**src/rtl/mtep_pkg.sv**
```systemverilog
// shared types, codes and helpers for the midi track event parser
package mtep_pkg;

    // saturation limit of a variable-length value
    localparam logic [27:0] MAX28 = 28'hFFFFFFF;
    localparam logic [27:0] VLQ_SAT_LIMIT = 28'h01FFFFF;

    // queue between classifier and parser
    localparam int QUEUE_DEPTH = 4;
    localparam int QUEUE_PTR_W = $clog2(QUEUE_DEPTH);
    localparam int QUEUE_CNT_W = $clog2(QUEUE_DEPTH + 1);

    // result kind codes
    localparam logic [2:0] KIND_NOTE_ON  = 3'd0;
    localparam logic [2:0] KIND_NOTE_OFF = 3'd1;
    localparam logic [2:0] KIND_TEMPO    = 3'd2;
    localparam logic [2:0] KIND_TIME_SIG = 3'd3;
    localparam logic [2:0] KIND_END      = 3'd4;
    localparam logic [2:0] KIND_SKIPPED  = 3'd5;
    localparam logic [2:0] KIND_UNKNOWN  = 3'd6;

    // meta type codes
    localparam logic [7:0] META_SET_TEMPO = 8'h51;
    localparam logic [7:0] META_TIME_SIG  = 8'h58;
    localparam logic [7:0] META_END       = 8'h2F;
    localparam logic [7:0] STATUS_META    = 8'hFF;

    // status byte classes
    typedef enum logic [2:0] {
        ST_UNKNOWN,
        ST_NOTE_ON,
        ST_NOTE_OFF,
        ST_SKIP2,
        ST_SKIP1,
        ST_SYSEX,
        ST_META
    } status_class_t;

    // meta type classes
    typedef enum logic [1:0] {
        MC_OTHER,
        MC_TEMPO,
        MC_TIME_SIG,
        MC_END
    } meta_class_t;

    // input request
    typedef struct packed {
        logic [7:0] data_byte;
        logic       start_of_track;
    } in_t;

    // result request
    typedef struct packed {
        logic [2:0]  event_kind;
        logic [27:0] delta_ticks;
        logic [6:0]  note_number;
        logic [6:0]  note_velocity;
        logic [23:0] tempo_us;
        logic [7:0]  sig_numerator;
        logic [7:0]  sig_denominator_log2;
    } out_t;

    // classified byte as queued for the parser
    typedef struct packed {
        logic [7:0]    data_byte;
        logic          start_of_track;
        logic          more;
        status_class_t status_class;
        meta_class_t   meta_class;
    } token_t;

    // queue head as seen by the parser
    typedef struct packed {
        logic   valid;
        token_t tok;
    } head_t;

    // one step of a saturating variable-length value
    function automatic logic [27:0] vlq_step(logic [27:0] acc, logic [7:0] b);
        logic [27:0] res;
        if (acc > VLQ_SAT_LIMIT)
        begin
            res = MAX28;
        end
        else
        begin
            res = {acc[20:0], b[6:0]};
        end
        return res;
    endfunction

endpackage

```
**src/rtl/midi_track_event_parser.sv**
```systemverilog
// midi track event parser: classifier, token queue and grammar parser
// throughput: one byte per cycle while byte_stall is low; the parser takes one
//   queued token each cycle unless a held result is stalled
// path: queue, parser, output register; a stalled output backs up the queue
// reset: rst_n clears the queue, the parser state and the output valid at once
module midi_track_event_parser (
    input  logic           clk,
    input  logic           rst_n,
    input  logic           byte_valid,
    output logic           byte_stall,
    input  mtep_pkg::in_t  byte_req,
    output logic           event_valid,
    input  logic           event_stall,
    output mtep_pkg::out_t event_req
);

    mtep_pkg::token_t tok;
    mtep_pkg::head_t  head;
    logic             full;
    logic             pop;

    // classify incoming bytes
    mtep_front u_front (
        .byte_req (byte_req),
        .tok      (tok)
    );

    // decouple classifier from parser
    mtep_queue u_queue (
        .clk      (clk),
        .rst_n    (rst_n),
        .push     (byte_valid),
        .push_tok (tok),
        .full     (full),
        .pop      (pop),
        .head     (head)
    );

    assign byte_stall = full;

    // parse and hold results
    mtep_back u_back (
        .clk         (clk),
        .rst_n       (rst_n),
        .head        (head),
        .pop         (pop),
        .event_valid (event_valid),
        .event_stall (event_stall),
        .event_req   (event_req)
    );

endmodule

```
**src/rtl/mtep_front.sv**
```systemverilog
// byte classifier: tags each incoming byte for the parser
module mtep_front (
    input  mtep_pkg::in_t    byte_req,
    output mtep_pkg::token_t tok
);

    mtep_pkg::status_class_t sc;
    mtep_pkg::meta_class_t   mc;

    // status class from the byte alone
    always_comb
    begin
        if (!byte_req.data_byte[7])
        begin
            sc = mtep_pkg::ST_UNKNOWN;
        end
        else if (byte_req.data_byte == mtep_pkg::STATUS_META)
        begin
            sc = mtep_pkg::ST_META;
        end
        else
        begin
            unique case (byte_req.data_byte[6:4])
                3'd0:       sc = mtep_pkg::ST_NOTE_OFF;
                3'd1:       sc = mtep_pkg::ST_NOTE_ON;
                3'd2, 3'd3, 3'd6: sc = mtep_pkg::ST_SKIP2;
                3'd4, 3'd5: sc = mtep_pkg::ST_SKIP1;
                default:    sc = mtep_pkg::ST_SYSEX;
            endcase
        end
    end

    // meta class in case the byte is a meta type
    always_comb
    begin
        if (byte_req.data_byte == mtep_pkg::META_SET_TEMPO)
        begin
            mc = mtep_pkg::MC_TEMPO;
        end
        else if (byte_req.data_byte == mtep_pkg::META_TIME_SIG)
        begin
            mc = mtep_pkg::MC_TIME_SIG;
        end
        else if (byte_req.data_byte == mtep_pkg::META_END)
        begin
            mc = mtep_pkg::MC_END;
        end
        else
        begin
            mc = mtep_pkg::MC_OTHER;
        end
    end

    // pack the token
    always_comb
    begin
        tok.data_byte      = byte_req.data_byte;
        tok.start_of_track = byte_req.start_of_track;
        tok.more           = byte_req.data_byte[7];
        tok.status_class   = sc;
        tok.meta_class     = mc;
    end

endmodule

```
**src/rtl/mtep_queue.sv**
```systemverilog
// short token queue between classifier and parser
module mtep_queue (
    input  logic             clk,
    input  logic             rst_n,
    input  logic             push,
    input  mtep_pkg::token_t push_tok,
    output logic             full,
    input  logic             pop,
    output mtep_pkg::head_t  head
);

    mtep_pkg::token_t                       mem [mtep_pkg::QUEUE_DEPTH];
    logic [mtep_pkg::QUEUE_PTR_W-1:0]       wr_ptr_reg;
    logic [mtep_pkg::QUEUE_PTR_W-1:0]       rd_ptr_reg;
    logic [mtep_pkg::QUEUE_CNT_W-1:0]       count_reg;
    logic [mtep_pkg::QUEUE_PTR_W-1:0]       wr_ptr_next;
    logic [mtep_pkg::QUEUE_PTR_W-1:0]       rd_ptr_next;
    logic [mtep_pkg::QUEUE_CNT_W-1:0]       count_next;
    logic                                   do_push;
    logic                                   do_pop;

    // status
    assign full       = (count_reg == mtep_pkg::QUEUE_CNT_W'(mtep_pkg::QUEUE_DEPTH));
    assign head.valid = (count_reg != '0);
    assign head.tok   = mem[rd_ptr_reg];
    assign do_push    = push && !full;
    assign do_pop     = pop && head.valid;

    // pointer and count update
    always_comb
    begin
        wr_ptr_next = do_push ? wr_ptr_reg + mtep_pkg::QUEUE_PTR_W'(1) : wr_ptr_reg;
        rd_ptr_next = do_pop ? rd_ptr_reg + mtep_pkg::QUEUE_PTR_W'(1) : rd_ptr_reg;
        count_next  = count_reg;
        if (do_push && !do_pop)
        begin
            count_next = count_reg + mtep_pkg::QUEUE_CNT_W'(1);
        end
        else if (do_pop && !do_push)
        begin
            count_next = count_reg - mtep_pkg::QUEUE_CNT_W'(1);
        end
    end

    // control registers
    always_ff @(posedge clk or negedge rst_n)
    begin
        if (!rst_n)
        begin
            wr_ptr_reg <= '0;
            rd_ptr_reg <= '0;
            count_reg  <= '0;
        end
        else
        begin
            wr_ptr_reg <= wr_ptr_next;
            rd_ptr_reg <= rd_ptr_next;
            count_reg  <= count_next;
        end
    end

    // storage
    always_ff @(posedge clk)
    begin
        if (do_push)
        begin
            mem[wr_ptr_reg] <= push_tok;
        end
    end

endmodule

```
**src/rtl/mtep_back.sv**
```systemverilog
// parser: walks the event grammar one token per cycle while the output is not stalled, and registers results
module mtep_back (
    input  logic            clk,
    input  logic            rst_n,
    input  mtep_pkg::head_t head,
    output logic            pop,
    output logic            event_valid,
    input  logic            event_stall,
    output mtep_pkg::out_t  event_req
);

    typedef enum logic [3:0] {
        PH_DELTA,
        PH_STATUS,
        PH_NOTE1,
        PH_NOTE2,
        PH_SKIP,
        PH_SYSLEN,
        PH_MTYPE,
        PH_MLEN,
        PH_MBODY
    } phase_t;

    phase_t                phase_reg, phase_next, phase_cur;
    logic [27:0]           vlq_reg, vlq_next, vlq_cur;
    logic [27:0]           held_reg, held_next, held_cur;
    logic                  note_on_reg, note_on_next, note_on_cur;
    logic [7:0]            first_reg, first_next, first_cur;
    mtep_pkg::meta_class_t meta_reg, meta_next, meta_cur;
    logic [27:0]           left_reg, left_next, left_cur;
    logic [23:0]           tempo_reg, tempo_next, tempo_cur;
    logic [1:0]            idx_reg, idx_next, idx_cur;
    logic                  out_valid_reg, out_valid_next;
    mtep_pkg::out_t        out_data_reg, out_data_next;
    mtep_pkg::token_t      tok;
    logic [27:0]           vlq_stepped;
    logic [27:0]           left_dec;
    logic                  emit;
    mtep_pkg::out_t        evt;

    assign tok         = head.tok;
    assign pop         = head.valid && (!out_valid_reg || !event_stall);
    assign event_valid = out_valid_reg;
    assign event_req   = out_data_reg;

    // start of track restarts from the reset state
    always_comb
    begin
        if (tok.start_of_track)
        begin
            phase_cur   = PH_DELTA;
            vlq_cur     = '0;
            held_cur    = '0;
            note_on_cur = 1'b0;
            first_cur   = '0;
            meta_cur    = mtep_pkg::MC_OTHER;
            left_cur    = '0;
            tempo_cur   = '0;
            idx_cur     = '0;
        end
        else
        begin
            phase_cur   = phase_reg;
            vlq_cur     = vlq_reg;
            held_cur    = held_reg;
            note_on_cur = note_on_reg;
            first_cur   = first_reg;
            meta_cur    = meta_reg;
            left_cur    = left_reg;
            tempo_cur   = tempo_reg;
            idx_cur     = idx_reg;
        end
    end

    assign vlq_stepped = mtep_pkg::vlq_step(vlq_cur, tok.data_byte);
    assign left_dec    = (left_cur != '0) ? left_cur - 28'd1 : '0;

    // grammar step
    always_comb
    begin
        phase_next   = phase_cur;
        vlq_next     = vlq_cur;
        held_next    = held_cur;
        note_on_next = note_on_cur;
        first_next   = first_cur;
        meta_next    = meta_cur;
        left_next    = left_cur;
        tempo_next   = tempo_cur;
        idx_next     = idx_cur;
        emit         = 1'b0;
        evt          = '0;

        unique case (phase_cur)
            PH_DELTA:
            begin
                vlq_next = vlq_stepped;
                if (!tok.more)
                begin
                    held_next  = vlq_stepped;
                    vlq_next   = '0;
                    phase_next = PH_STATUS;
                end
            end
            PH_STATUS:
            begin
                unique case (tok.status_class)
                    mtep_pkg::ST_UNKNOWN:
                    begin
                        emit           = 1'b1;
                        evt.event_kind = mtep_pkg::KIND_UNKNOWN;
                    end
                    mtep_pkg::ST_META:
                    begin
                        phase_next = PH_MTYPE;
                    end
                    mtep_pkg::ST_NOTE_ON, mtep_pkg::ST_NOTE_OFF:
                    begin
                        note_on_next = (tok.status_class == mtep_pkg::ST_NOTE_ON);
                        phase_next   = PH_NOTE1;
                    end
                    mtep_pkg::ST_SKIP2:
                    begin
                        left_next  = 28'd2;
                        phase_next = PH_SKIP;
                    end
                    mtep_pkg::ST_SKIP1:
                    begin
                        left_next  = 28'd1;
                        phase_next = PH_SKIP;
                    end
                    default:
                    begin
                        vlq_next   = '0;
                        phase_next = PH_SYSLEN;
                    end
                endcase
            end
            PH_NOTE1:
            begin
                first_next = tok.data_byte;
                phase_next = PH_NOTE2;
            end
            PH_NOTE2:
            begin
                emit              = 1'b1;
                evt.event_kind    = note_on_cur ? mtep_pkg::KIND_NOTE_ON
                                                : mtep_pkg::KIND_NOTE_OFF;
                evt.note_number   = first_cur[6:0];
                evt.note_velocity = tok.data_byte[6:0];
            end
            PH_SKIP:
            begin
                left_next = left_dec;
                if (left_dec == '0)
                begin
                    emit           = 1'b1;
                    evt.event_kind = mtep_pkg::KIND_SKIPPED;
                end
            end
            PH_SYSLEN:
            begin
                vlq_next = vlq_stepped;
                if (!tok.more)
                begin
                    left_next = vlq_stepped;
                    vlq_next  = '0;
                    if (vlq_stepped == '0)
                    begin
                        emit           = 1'b1;
                        evt.event_kind = mtep_pkg::KIND_SKIPPED;
                    end
                    else
                    begin
                        phase_next = PH_SKIP;
                    end
                end
            end
            PH_MTYPE:
            begin
                meta_next  = tok.meta_class;
                vlq_next   = '0;
                tempo_next = '0;
                idx_next   = '0;
                phase_next = PH_MLEN;
            end
            PH_MLEN:
            begin
                vlq_next = vlq_stepped;
                if (!tok.more)
                begin
                    left_next = vlq_stepped;
                    vlq_next  = '0;
                    if (vlq_stepped == '0)
                    begin
                        emit = 1'b1;
                    end
                    else
                    begin
                        phase_next = PH_MBODY;
                    end
                end
            end
            PH_MBODY:
            begin
                unique case (idx_cur)
                    2'd0:    tempo_next = tempo_cur | {tok.data_byte, 16'h0000};
                    2'd1:    tempo_next = tempo_cur | {8'h00, tok.data_byte, 8'h00};
                    2'd2:    tempo_next = tempo_cur | {16'h0000, tok.data_byte};
                    default: tempo_next = tempo_cur;
                endcase
                if (idx_cur != 2'd3)
                begin
                    idx_next = idx_cur + 2'd1;
                end
                left_next = left_dec;
                if (left_dec == '0)
                begin
                    emit = 1'b1;
                end
            end
            default:
            begin
                vlq_next   = '0;
                phase_next = PH_DELTA;
            end
        endcase

        // meta results take their kind from the stored type
        if (emit && (phase_cur == PH_MLEN || phase_cur == PH_MBODY))
        begin
            unique case (meta_cur)
                mtep_pkg::MC_TEMPO:
                begin
                    evt.event_kind = mtep_pkg::KIND_TEMPO;
                    evt.tempo_us   = tempo_next;
                end
                mtep_pkg::MC_TIME_SIG:
                begin
                    evt.event_kind           = mtep_pkg::KIND_TIME_SIG;
                    evt.sig_numerator        = tempo_next[23:16];
                    evt.sig_denominator_log2 = tempo_next[15:8];
                end
                mtep_pkg::MC_END:
                begin
                    evt.event_kind = mtep_pkg::KIND_END;
                end
                default:
                begin
                    evt.event_kind = mtep_pkg::KIND_SKIPPED;
                end
            endcase
        end

        // every result closes the event
        evt.delta_ticks = held_next;
        if (emit)
        begin
            phase_next = PH_DELTA;
            vlq_next   = '0;
        end
    end

    // output register
    always_comb
    begin
        out_valid_next = out_valid_reg && event_stall;
        out_data_next  = out_data_reg;
        if (pop && emit)
        begin
            out_valid_next = 1'b1;
            out_data_next  = evt;
        end
    end

    // parser state and output valid
    always_ff @(posedge clk or negedge rst_n)
    begin
        if (!rst_n)
        begin
            phase_reg     <= PH_DELTA;
            vlq_reg       <= '0;
            held_reg      <= '0;
            note_on_reg   <= 1'b0;
            first_reg     <= '0;
            meta_reg      <= mtep_pkg::MC_OTHER;
            left_reg      <= '0;
            tempo_reg     <= '0;
            idx_reg       <= '0;
            out_valid_reg <= 1'b0;
        end
        else
        begin
            if (pop)
            begin
                phase_reg   <= phase_next;
                vlq_reg     <= vlq_next;
                held_reg    <= held_next;
                note_on_reg <= note_on_next;
                first_reg   <= first_next;
                meta_reg    <= meta_next;
                left_reg    <= left_next;
                tempo_reg   <= tempo_next;
                idx_reg     <= idx_next;
            end
            out_valid_reg <= out_valid_next;
        end
    end

    // output payload
    always_ff @(posedge clk)
    begin
        out_data_reg <= out_data_next;
    end

endmodule

```
**config.mk**
```make
export PLATFORM = sky130hd
export DESIGN_NAME = midi_track_event_parser
export DESIGN_NICKNAME = d
export VERILOG_FILES = /design/src/rtl/mtep_pkg.sv /design/src/rtl/midi_track_event_parser.sv /design/src/rtl/mtep_front.sv /design/src/rtl/mtep_queue.sv /design/src/rtl/mtep_back.sv
export SDC_FILE = /design/constraint.sdc
export NUM_CORES = 1
export LEC_CHECK = 0
export BUFFER_PORTS_ARGS = -buffer_cell sky130_fd_sc_hd__clkbuf_2
export CAP_MARGIN = 20
export CELL_PAD_IN_SITES_DETAIL_PLACEMENT = 1
export CELL_PAD_IN_SITES_GLOBAL_PLACEMENT = 1
export CORE_AREA = 2 2 210 212
export CTS_CLUSTER_SIZE = 24
export DETAILED_ROUTE_END_ITERATION = 6
export DIE_AREA = 0 0 212 214
export GPL_TIMING_DRIVEN = 1
export PLACE_DENSITY = 0.55
export RECOVER_POWER = 50
export REMOVE_ABC_BUFFERS = 1
export SYNTH_ARGS = -nofsm -noshare
export SYNTH_HDL_FRONTEND = slang
export SYNTH_SLANG_ARGS = --single-unit
```
**constraint.sdc**
```tcl
create_clock -name clk -period 9.6 [get_ports clk]
set_input_delay 1.44 -clock clk [delete_from_list [all_inputs] [get_ports clk]]
set_output_delay 1.44 -clock clk [all_outputs]
set_load 0.005 [all_outputs]
```
==> metrics.cfg, run 1 <==
[route]
detailroute.wirelength.met3_um = 1532
drt-wirelength-per-cell_um = 20.95
top_layer_used = met4
dr_wl_met2_um = 17490
wl_met1_um = 18060
num_vias = 9407
routed_wl_um = 37740
first_pass_iters = 5
viasPerCell = 5.223
drc = 0
postRouteAntennaNets = 0
drt_iter0_markers = 647

[critical_path]
worst_r2r_path_depth = 7
r2r_start = u_queue.rd_ptr_reg[0]$_DFFE_PN0P_
critical-path-top-delay-family = buffers and inverters
critPathLaunchType = primary input
regToRegEndpoint = u_back.event_req[73]$_DFFE_PP_
crit_fanout = 57
critical-path-slowest-cell = clkbuf_1
critPathKind = primary input to asynchronous set/reset pin
cp.required_ns = 9.81
critical_path.max_stage_delay_ns = 2.27
rrSetupSlack_ns = 4.36
end_kind = asynchronous set/reset pin
arrival_ns = 5.54
path_common_cell = clkbuf_1
path_cells = clkbuf_1 -> clkbuf_1
crit_buf_inv = 2

[synthesis]
yosysMostFrequentCell = edfxtp_1
ys_ff_latch = 273
ys.flop_type = edfxtp_1
synthSimpleGateAreaFrac_pct = 14.75
synthTopCellsByArea = edfxtp_1 (33%), dfrtp_1 (26%), nand2_1 (3.4%)
synthAdderAreaFrac_pct = 0.9366
synth_edf_count = 141
synth_cells = 1121
netlist_area_um2 = 12820
yosys.area.top_type = edfxtp_1
synth_mux_area_share_pct = 5.317
postSynth.asyncResetShare_pct = 48.35
avgSynthCellArea_um2 = 11.44
synth_xor_area_share_pct = 1.161
synth_top_family_by_area = compound AO/OA/AOI/OAI gates
synth_common_cells = edfxtp_1 (141), dfrtp_1 (132), nand2_1 (115)
yosysUniqueCellTypes = 69
yosysTopAreaCellShare_pct = 33.01
synth_warnings = 0
ys_seq_area_share_pct = 58.77
synth_compound_area_share_pct = 15.79

[power]
p_switching_mw = 2.546
seqPwrFrac_pct = 32.9
swShare_pct = 44.22
power_density_nw_per_um2 = 389.1
leakagePower_nw = 5.665
p_int_mw = 3.211
combinationalPowerShare_pct = 46.6
clockPowerShare_pct = 20.6
vdd_drop_max_v = 0.0001592

[worst_hold_path]
hp-class = flip-flop to flip-flop
min_delay_path_depth = 2
hp-start = u_back.tempo_reg[23]$_DFFE_PN0P_
worstHoldEndpoint = u_back.tempo_reg[23]$_DFFE_PN0P_

[timing]
skew_ns = 0.01398
hold_viol_final = 0
fin_crit_ns = 5.326
slew_violations = 97
postLayoutSetupSlackWorst_ns = 4.274
relSlewSlack_pct = -118.6
rsz0062_at_grt = false
finalSetupViolCount = 0
tns_ns = 0
holdWs_ns = 0.4873
fmax_ghz = 0.1878
fin_crit_sh_pct = 55.48
worst_pin_slew_ns = 3.280

[finish]
fin_cells = 1801
largest_reg_flops = 85
layout.nets = 1212
drive_gt1_share_pct = 15.23
n_fill_cell = 4695
syn_to_final_growth_pct = 15.36

[clock_network]
htreeDepth = 1
cts_sinks = 273
clk_path_buf_depth = 3
cts-root-buf = clkbuf_16
cts_hold_buf = 0
cts_made_buffers = 31
tritoncts = yes
post_cts_buffers = 0
clk_latency_ns = 0.59
cts-resized-gates = 0
clkTransAtPathRegs_ns = 0.06

[placed_design]
gp_congestion = 0.8179
dp_cells = 1741
port_buffers = 99
dp_hpwl_um = 25210
dp_slack_ns = 4.302

[floorplan]
num_rows = 76
core-area_um2 = 42890
die_w_um = 212
start_util_pct = 29.90
ioPinCount = 100
dieArea_um2 = 45370
die_height_um = 214

[global_routing]
grt_pass1_vias = 9744
grt_overflow_total = 0
grt_usage_pct = 16.65
grt_pass1_wl_um = 59240
antenna_found_initial = 1
grt_max_degree = 77

[status]
status = finished, violations left
violations = max-capacitance violations, max-slew violations

[run]
maxCapViolCount = 2

-- power by group through the flow --
stage                     clock, mW  sequential [mW]  combinational (mW)
after floorplan                   0             1.86                1.77
after global placement            0             1.90                2.66
after detailed placement          0             1.92                2.71
after CTS                      1.22             1.90                2.72
after global routing           1.26             1.94                2.99
final                          1.18             1.89                2.68
-- layout make-up --
class                      count  area, um2  area share, %
tap                          585      732.0          4.948
inverter                      13      48.80         0.3298
clock inverter                16      180.2          1.218
clock buffer                  42      827.0          5.590
antenna                        1      2.502        0.01691
multi-input combinational    754       4885          33.02
timing repair buffer         117      581.8          3.933
sequential                   273       7537          50.95
-- placed cells by master (no fill, tap or decap), types with 8 or more instances in the layout --
master / synthesis / final
a211oi_1: 23 / 23
a21oi_1: 53 / 52
a22o_1: 30 / 30
a22oi_1: 20 / 20
a32o_1: 12 / 12
and2_1: 17 / 13
buf_4: 0 / 15
clkbuf_1: 66 / 63
clkbuf_16: 0 / 31
clkbuf_2: 1 / 47
dfrtp_1: 132 / 132
edfxtp_1: 141 / 141
ha_1: 8 / 8
inv_1: 12 / 12
mux2_2: 29 / 29
mux4_2: 14 / 14
nand2_1: 115 / 115
nand2b_1: 10 / 10
nand3_1: 18 / 18
nor2_1: 105 / 102
nor2b_1: 11 / 11
nor3_1: 41 / 41
nor3b_1: 14 / 14
nor4_1: 14 / 14
o21ai_0: 64 / 63
o21ai_1: 12 / 13
o21ai_2: 10 / 10
o31ai_1: 11 / 11
or4_1: 9 / 9
xor2_1: 11 / 11
-- per-stage QoR --
stage | total power [mW] | utilization, % | area [um2]
2_1_floorplan | 3.636 | - | 12450
3_3_place_gp | 4.566 | 32.24 | 13820
3_5_place_dp | 4.625 | 32.27 | 13840
4_1_cts | 5.829 | 34.62 | 14850
5_1_grt | 6.187 | 34.49 | 14790
6_report | 5.757 | 34.50 | 14790
-- kinds of logic (layout without fill, tap and decap cells) --
kind of cell / after synthesis / count (layout)
AOI/OAI and AO/OA: 292 / 292
xor gates and xnor gates: 17 / 17
adders and majority gates: 9 / 9
buffers and inverters: 94 / 188
DFF: 273 / 273
muxes: 47 / 47
other: 0 / 1
and+or+nand+nor: 389 / 389
-- worst max path at each step --
stage	from	endpoint	slack (ns)	depth (start not counted)
detailed placement	u_queue.rd_ptr_reg[0]$_DFFE_PN0P_	u_back.event_req[69]$_DFFE_PP_	4.30	8
global placement	u_queue.rd_ptr_reg[0]$_DFFE_PN0P_	u_back.event_req[65]$_DFFE_PP_	4.44	8
finish	rst_n	u_back.first_reg[1]$_DFFE_PN0P_	4.27	2
floorplan	event_stall	u_back.event_req[0]$_SDFFCE_PN0P_	1.44	4
CTS	u_queue.rd_ptr_reg[0]$_DFFE_PN0P_	u_back.event_req[73]$_DFFE_PP_	4.27	8
global route	rst_n	u_back.first_reg[1]$_DFFE_PN0P_	3.37	2
-- layer usage --
metal | vias to the layer above | GRT usage, %
met5 | - | 0
met4 | 0 | 3.779
met3 | 43 | 2.390
met2 | 162 | 26.23
met1 | 4863 | 24.19
li1 | 4339 | -
Power figures use the tool's default switching activity.
==> inputs of run 2 (changes only) <==
==> constraint.sdc (replaced) <==
create_clock -name clk -period 4.98 [get_ports clk]
set_input_delay 0.747 -clock clk [delete_from_list [all_inputs] [get_ports clk]]
set_output_delay 0.747 -clock clk [all_outputs]
set_load 0.005 [all_outputs]
==> run 2 against run 1 <==
Net effect:
- count of clock-buffer cells in the layout rose by 3
- clock power rose by 80%
- first-iteration DRC count grew 9.0%
- power rose by 92%
- the run still ends with max-capacitance violations, max-slew violations left
- combinational power grew 99%
- clock skew grew 0.026 ns
- highest routed layer unchanged
- critical path type is now flip-flop to flip-flop
- sequential share of layout area shrank 0.11 points
- largest cell class unchanged
- critical path depth rose by 6
==> metrics.cfg, run 2 (synthesis gave the netlist of run 1 again) <==
[timing]
hold_viol_final = 0  ; unchanged
worst_pin_slew_ns = 3.093  ; -0.1864 ns
holdWs_ns = 0.4510  ; -0.03629 ns
fin_crit_sh_pct = 81.21
fmax_ghz = 0.2473
fin_crit_ns = 4.044
relSlewSlack_pct = -106.2  ; +12 points
finalSetupViolCount = 0  ; unchanged
rsz0062_at_grt = false
postLayoutSetupSlackWorst_ns = 0.9358  ; -3.338 ns
skew_ns = 0.03975  ; +0.02577 ns
slew_violations = 126  ; +30%

[route]
drt_iter0_markers = 705  ; +9.0%
drt-wirelength-per-cell_um = 20.61  ; -1.6%
first_pass_iters = 5  ; unchanged
postRouteAntennaNets = 0  ; unchanged
routed_wl_um = 37280  ; -1.2%
viasPerCell = 5.180  ; -0.83%
num_vias = 9370  ; -0.39%
drc = 0  ; unchanged

[global_routing]
grt_max_degree = 104  ; +35%
grt_overflow_total = 0  ; unchanged
grt_pass1_wl_um = 58840  ; -0.66%
grt_usage_pct = 16.47  ; -0.18 points
antenna_found_initial = 0  ; -1
grt_pass1_vias = 9735  ; -0.092%

[worst_hold_path]
hp-start = byte_req[0]
hp-class = primary input to flip-flop

[floorplan]
dieArea_um2 = 45370  ; unchanged
core-area_um2 = 42890  ; unchanged
ioPinCount = 100  ; unchanged
die_height_um = 214  ; unchanged
num_rows = 76  ; unchanged
start_util_pct = 29.90  ; unchanged
die_w_um = 212  ; unchanged

[clock_network]
post_cts_buffers = 0  ; unchanged
clk_latency_ns = 0.60  ; about the same
cts-resized-gates = 0  ; unchanged
clk_path_buf_depth = 3  ; unchanged
cts-root-buf = clkbuf_16
clkTransAtPathRegs_ns = 0.06  ; about the same
cts_hold_buf = 0  ; unchanged
cts_sinks = 273  ; unchanged
htreeDepth = 1  ; unchanged
cts_made_buffers = 30  ; -3.2%
tritoncts = yes

[critical_path]
end_kind = flip-flop
crit_fanout = 31  ; -46%
r2r_start = u_queue.rd_ptr_reg[0]$_DFFE_PN0P_
critPathKind = flip-flop to flip-flop
startpoint = u_queue.rd_ptr_reg[0]$_DFFE_PN0P_
critPathLaunchType = flip-flop
arrival_ns = 4.26  ; -1.28 ns
cp.required_ns = 5.20  ; -4.61 ns

[placed_design]
gp_congestion = 0.7811  ; -4.5%
port_buffers = 99  ; unchanged
dp_slack_ns = 0.9757  ; -3.326 ns
dp_hpwl_um = 24790  ; -1.7%

[power]
clockPowerShare_pct = 19.2  ; -1.4 points
combinationalPowerShare_pct = 48.3  ; +1.7 points
leakagePower_nw = 5.690  ; +0.44%
power_density_nw_per_um2 = 744.6  ; +91%
p_int_mw = 6.138  ; +91%
vdd_drop_max_v = 0.0002719  ; +71%
seqPwrFrac_pct = 32.6  ; -0.3 points
p_switching_mw = 4.901  ; +92%
swShare_pct = 44.39  ; +0.17 points

[finish]
num_antenna_cells = 0  ; -1
syn_to_final_growth_pct = 15.60
drive_gt1_share_pct = 15.85  ; +0.62 points
layout.nets = 1222  ; +0.83%
layout_commonest_cell = edfxtp_1
largest_reg_flops = 85  ; unchanged
final_cell_mix = edfxtp_1 (141), dfrtp_1 (132), nand2_1 (115), nor2_1 (103), o21ai_0 (63)

[status]
violations = max-capacitance violations, max-slew violations
status = finished, violations left

[run]
maxCapViolCount = 3  ; +1

## run 2: changes by cell type in the layout (fill, tap and decap cells not counted), moves of 2 or more
| cell | delta |
|---|---|
| clkbuf_1 | -2 |
| clkbuf_2 | +4 |
| clkinvlp_4 | +2 |
| clkinv_2 | -2 |
| buf_4 | +8 |
| bufinv_16 | -3 |
| clkbuf_8 | +3 |
## run 2: power by group through the flow
stage               clock network [mW]  registers [mW]  logic (mW)
finish                            2.12            3.59        5.33
global route                      2.27            3.68        5.93
floorplan                            0            3.59        3.42
global placement                     0            3.61        5.31
detailed placement                   0            3.64        5.37
CTS                               2.17            3.60        5.39
## run 2: per-stage QoR
step	TNS, ns	utilization [%]	cells	power, mW	cell area [um2]
6_report	0	34.57	1809	11.04	14830
4_1_cts	0	34.64	1807	11.17	14860
3_3_place_gp	0	32.43	1750	8.927	13910
2_1_floorplan	-211.08	-	1040	7.009	12450
3_5_place_dp	0	32.47	1751	9.015	13920
5_1_grt	0	34.57	1809	11.88	14830
## run 2: final timing paths
path                                               endpoint  slack (ns)  cells past startpoint
max                          u_back.event_req[73]$_DFFE_PP_        0.94                      8
min                             u_queue.mem[3][6]$_DFFE_PP_        0.45                      1
max reg2reg                  u_back.event_req[73]$_DFFE_PP_        0.94                      8
min reg2reg                u_back.tempo_reg[16]$_DFFE_PN0P_        0.48                      2
max in group asynchronous   u_back.first_reg[4]$_DFFE_PN0P_        1.62                      3
min in group asynchronous   u_back.held_reg[22]$_DFFE_PN0P_        1.20                      1
## run 2: final cells by class
type	instances	area, um2
multi-input combinational	754	4882
tap	585	732.0
sequential	273	7537
inverter	13	48.80
clock inverter	11	85.08
clock buffer	45	847.1
timing repair buffer	128	693.2
fill	4739	28060
## run 2: critical path, stage by stage, from the launching register on
cell and delay (ns):
dfrtp_1 0.60, mux4_2 0.68, or4_1 0.55, nor4_1 0.53
nand3_1 0.14, o2111ai_1 0.22, nor2_1 0.23, nor2_4 0.25
buf_4 0.43
## run 2: routing by layer
layer | part of all wire [%] | vias to the layer above | GRT usage, %
met5 | 0 | - | 0
met4 | 2.0 | 0 | 4.390
met3 | 3.4 | 47 | 1.877
met2 | 47 | 169 | 26.48
met1 | 48 | 4806 | 23.52
li1 | - | 4348 | -
==> inputs of run 3 (changes only) <==
--- a/config.mk
+++ b/config.mk
@@ -5,16 +5,17 @@
 export SDC_FILE = /design/constraint.sdc
 export NUM_CORES = 1
 export LEC_CHECK = 0
+export ABC_AREA = 1
 export BUFFER_PORTS_ARGS = -buffer_cell sky130_fd_sc_hd__clkbuf_2
 export CAP_MARGIN = 20
 export CELL_PAD_IN_SITES_DETAIL_PLACEMENT = 1
 export CELL_PAD_IN_SITES_GLOBAL_PLACEMENT = 1
-export CORE_AREA = 2 2 210 212
+export CORE_AREA = 2 2 217 219
 export CTS_CLUSTER_SIZE = 24
 export DETAILED_ROUTE_END_ITERATION = 6
-export DIE_AREA = 0 0 212 214
+export DIE_AREA = 0 0 219 221
 export GPL_TIMING_DRIVEN = 1
-export PLACE_DENSITY = 0.55
+export PLACE_DENSITY = 0.6
 export RECOVER_POWER = 50
 export REMOVE_ABC_BUFFERS = 1
 export SYNTH_ARGS = -nofsm -noshare
==> constraint.sdc (replaced) <==
create_clock -name clk -period 3.7 [get_ports clk]
set_input_delay 0.555 -clock clk [delete_from_list [all_inputs] [get_ports clk]]
set_output_delay 0.555 -clock clk [all_outputs]
set_load 0.005 [all_outputs]
==> run 3 against run 2 <==
Net effect:
- power is 43% higher
- worst hold slack worse by 0.12 ns
- sequential power up 21%
- the run still ends with max-capacitance violations, max-slew violations left
- die area rose by 6.7%
==> metrics.cfg, run 3 <==
[run]
maxCapViolCount = 2  ; -1

[timing]
worst_pin_slew_ns = 2.092  ; -1.002 ns
skew_ns = 0.01955  ; -0.02021 ns
tns_ns = 0  ; unchanged
fin_crit_ns = 3.474  ; -0.5700 ns
relSlewSlack_pct = -39.44  ; +67 points
fmax_ghz = 0.2878  ; +16%
slew_violations = 86  ; -32%
rsz0062_at_grt = true
holdWs_ns = 0.3296  ; -0.1214 ns
finalSetupViolCount = 0  ; unchanged
hold_viol_final = 0  ; unchanged
fin_crit_sh_pct = 93.90  ; +13 points

[power]
vdd_drop_max_v = 0.0004089  ; +50%
power_density_nw_per_um2 = 972.9  ; +31%
leakagePower_nw = 6.749  ; +19%

[floorplan]
die_height_um = 221  ; +3.3%
start_util_pct = 29.68  ; -0.22 points
die_w_um = 219  ; +3.3%
dieArea_um2 = 48400  ; +6.7%
core-area_um2 = 46060  ; +7.4%
num_rows = 79  ; +3.9%
ioPinCount = 100  ; unchanged

[finish]
n_fill_cell = 5437  ; +15%
layout_commonest_cell = nand2_1
syn_to_final_growth_pct = 18.59
drive_gt1_share_pct = 10.60  ; -5.3 points
largest_reg_flops = 85  ; unchanged
layout.nets = 1705  ; +40%
final_cell_mix = nand2_1 (345), nor2_1 (190), inv_1 (182), edfxtp_1 (141), o21ai_0 (140)
fin_cells = 2315  ; +28%
seq_area_um2 = 7537  ; unchanged
design_area_um2 = 16210  ; +9.4%
multiInputGateArea_um2 = 5194  ; +6.4%
num_antenna_cells = 0  ; unchanged

[global_routing]
grt_pass1_vias = 11780  ; +21%
antenna_found_initial = 0  ; unchanged
grt_overflow_total = 0  ; unchanged
grt_pass1_wl_um = 68590  ; +17%
grt_usage_pct = 18.01  ; +1.5 points
grt_max_degree = 72  ; -31%

[synthesis]
avgSynthCellArea_um2 = 8.665  ; -24%
ys_seq_area_share_pct = 55.12  ; -3.6 points
ys.flop_type = edfxtp_1
ys_ff_latch = 273  ; unchanged
postSynth.asyncResetShare_pct = 48.35  ; unchanged
synthTopCellsByArea = edfxtp_1 (31%), dfrtp_1 (24%), nand2_1 (9.5%)
yosys.area.top_type = edfxtp_1
netlist_area_um2 = 13670  ; +6.6%
yosysTopAreaCellShare_pct = 30.97  ; -2.0 points
synth_warnings = 0  ; unchanged
yosysUniqueCellTypes = 50  ; -28%
synth_cells = 1578  ; +41%
synth_edf_count = 141  ; unchanged
yosysMostFrequentCell = nand2_1
synth_common_cells = nand2_1 (345), nor2_1 (196), inv_1 (184)

[clock_network]
clk_latency_ns = 0.55  ; -0.05 ns
clkTransAtPathRegs_ns = 0.06  ; about the same
clk_path_buf_depth = 3  ; unchanged
post_cts_buffers = 0  ; unchanged
htreeDepth = 2  ; +1
cts_sinks = 273  ; unchanged
cts_hold_buf = 0  ; unchanged
tritoncts = yes
cts_made_buffers = 34  ; +13%
cts-root-buf = clkbuf_16

[route]
first_pass_iters = 5  ; unchanged
routed_wl_um = 44450  ; +19%
drc = 0  ; unchanged
drt-wirelength-per-cell_um = 19.20  ; -6.8%
drt_iter0_markers = 847  ; +20%
num_vias = 11608  ; +24%
viasPerCell = 5.014  ; -3.2%
postRouteAntennaNets = 0  ; unchanged

[critical_path]
cp.required_ns = 3.93  ; -1.27 ns
arrival_ns = 3.70  ; -0.56 ns
critPathKind = flip-flop to flip-flop
end_kind = flip-flop
crit_fanout = 39  ; +26%
critPathLaunchType = flip-flop

[placed_design]
dp_cells = 2248  ; +28%
dp_hpwl_um = 29850  ; +20%
port_buffers = 99  ; unchanged
dpl_cell_area_um2 = 15050  ; +8.1%
gp_congestion = 0.9003  ; +15%

[status]
status = finished, violations left
violations = max-capacitance violations, max-slew violations

[worst_hold_path]
hp-class = primary input to flip-flop

run 3: metrics by stage:
step | power (mW) | setup slack, ns | util, %
global placement | 12.25 | 0.1272 | 32.68
global route | 16.99 | -0.001474 | 35.20
finish | 15.78 | 0.2258 | 35.20
CTS | 15.81 | 0.005755 | 35.05
floorplan | 9.161 | -8.403 | -
detailed placement | 12.42 | 0.01306 | 32.68
run 3: area by class of cell:
cell class                 count  share of cell area (%)
tap                          607                   4.684
sequential                   273                   46.49
timing repair buffer         146                   5.633
clock inverter                16                  0.9954
multi-input combinational   1037                   32.03
clock buffer                  45                   5.695
inverter                     191                   4.476
run 3: per-layer routing:
layer | up-vias | global-route usage [%] | part of all wire (%)
li1 | 5579 | - | -
met1 | 5764 | 25.68 | 48
met2 | 217 | 28.42 | 46
met3 | 48 | 3.148 | 4.2
met4 | 0 | 4.185 | 1.7
met5 | - | 0 | 0
run 3: path summary, 6_finish.rpt:
| path | to | start | depth (start not counted) | slack (ns) |
|---|---|---|---|---|
| worst max-delay path | u_back.event_req[71]$_DFFE_PP_ | u_queue.rd_ptr_reg[0]$_DFFE_PN0P_ | 20 | 0.23 |
| worst min register to register | u_back.held_reg[4]$_DFFE_PN0P_ | u_back.held_reg[4]$_DFFE_PN0P_ | 2 | 0.48 |
| worst min-delay path | u_back.event_valid$_DFF_PN0_ | event_stall | 3 | 0.33 |
| max in group asynchronous | u_back.meta_reg[1]$_DFFE_PN0P_ | rst_n | 1 | 1.84 |
| worst max register to register | u_back.event_req[71]$_DFFE_PP_ | u_queue.rd_ptr_reg[0]$_DFFE_PN0P_ | 20 | 0.23 |
| min in group asynchronous | u_back.held_reg[19]$_DFFE_PN0P_ | rst_n | 1 | 0.63 |
run 3: power breakdown:
group	internal, mW	switching (mW)	leakage, nW
clock network	1.97	1.32	0.526
logic	2.32	5.83	3.17
registers	4.00	0.328	3.06
total	8.29	7.48	6.75
run 3: timing repair:
action	CTS	global route
cloned	0	6
endpoints found under the setup margin	5	125
gates resized for setup	1	17
pin swaps	1	2
run 3: worst max-delay path, cell delays in order, from the launching register on:
cell	delay [ns]
dfrtp_1	0.43
inv_4	0.09
nand2_1	0.07
nand3_2	0.08
nand2_4	0.08
buf_12	0.17
o21ai_1	0.13
buf_4	0.16
nand2_2	0.09
nor2_4	0.30
nor2_1	0.07
o21ai_0	0.33
nand2_1	0.10
nor2_1	0.12
nand2_1	0.07
nor2_1	0.15
nand3_2	0.13
nand2_4	0.11
nand2_1	0.11
clkinv_4	0.16
buf_12	0.19
run 3: cells by family after synthesis:
logic type / after synthesis / share of synthesized area [%]
XOR/XNOR: 4 / 0.2563
AND/OR/NAND/NOR: 687 / 21.04
multiplexers: 5 / 0.3752
AO/OA/AOI/OAI: 327 / 14.34
adder cells (fa/ha/maj): 9 / 0.8785
flip-flops: 273 / 55.12
buffers and inverters: 273 / 7.989
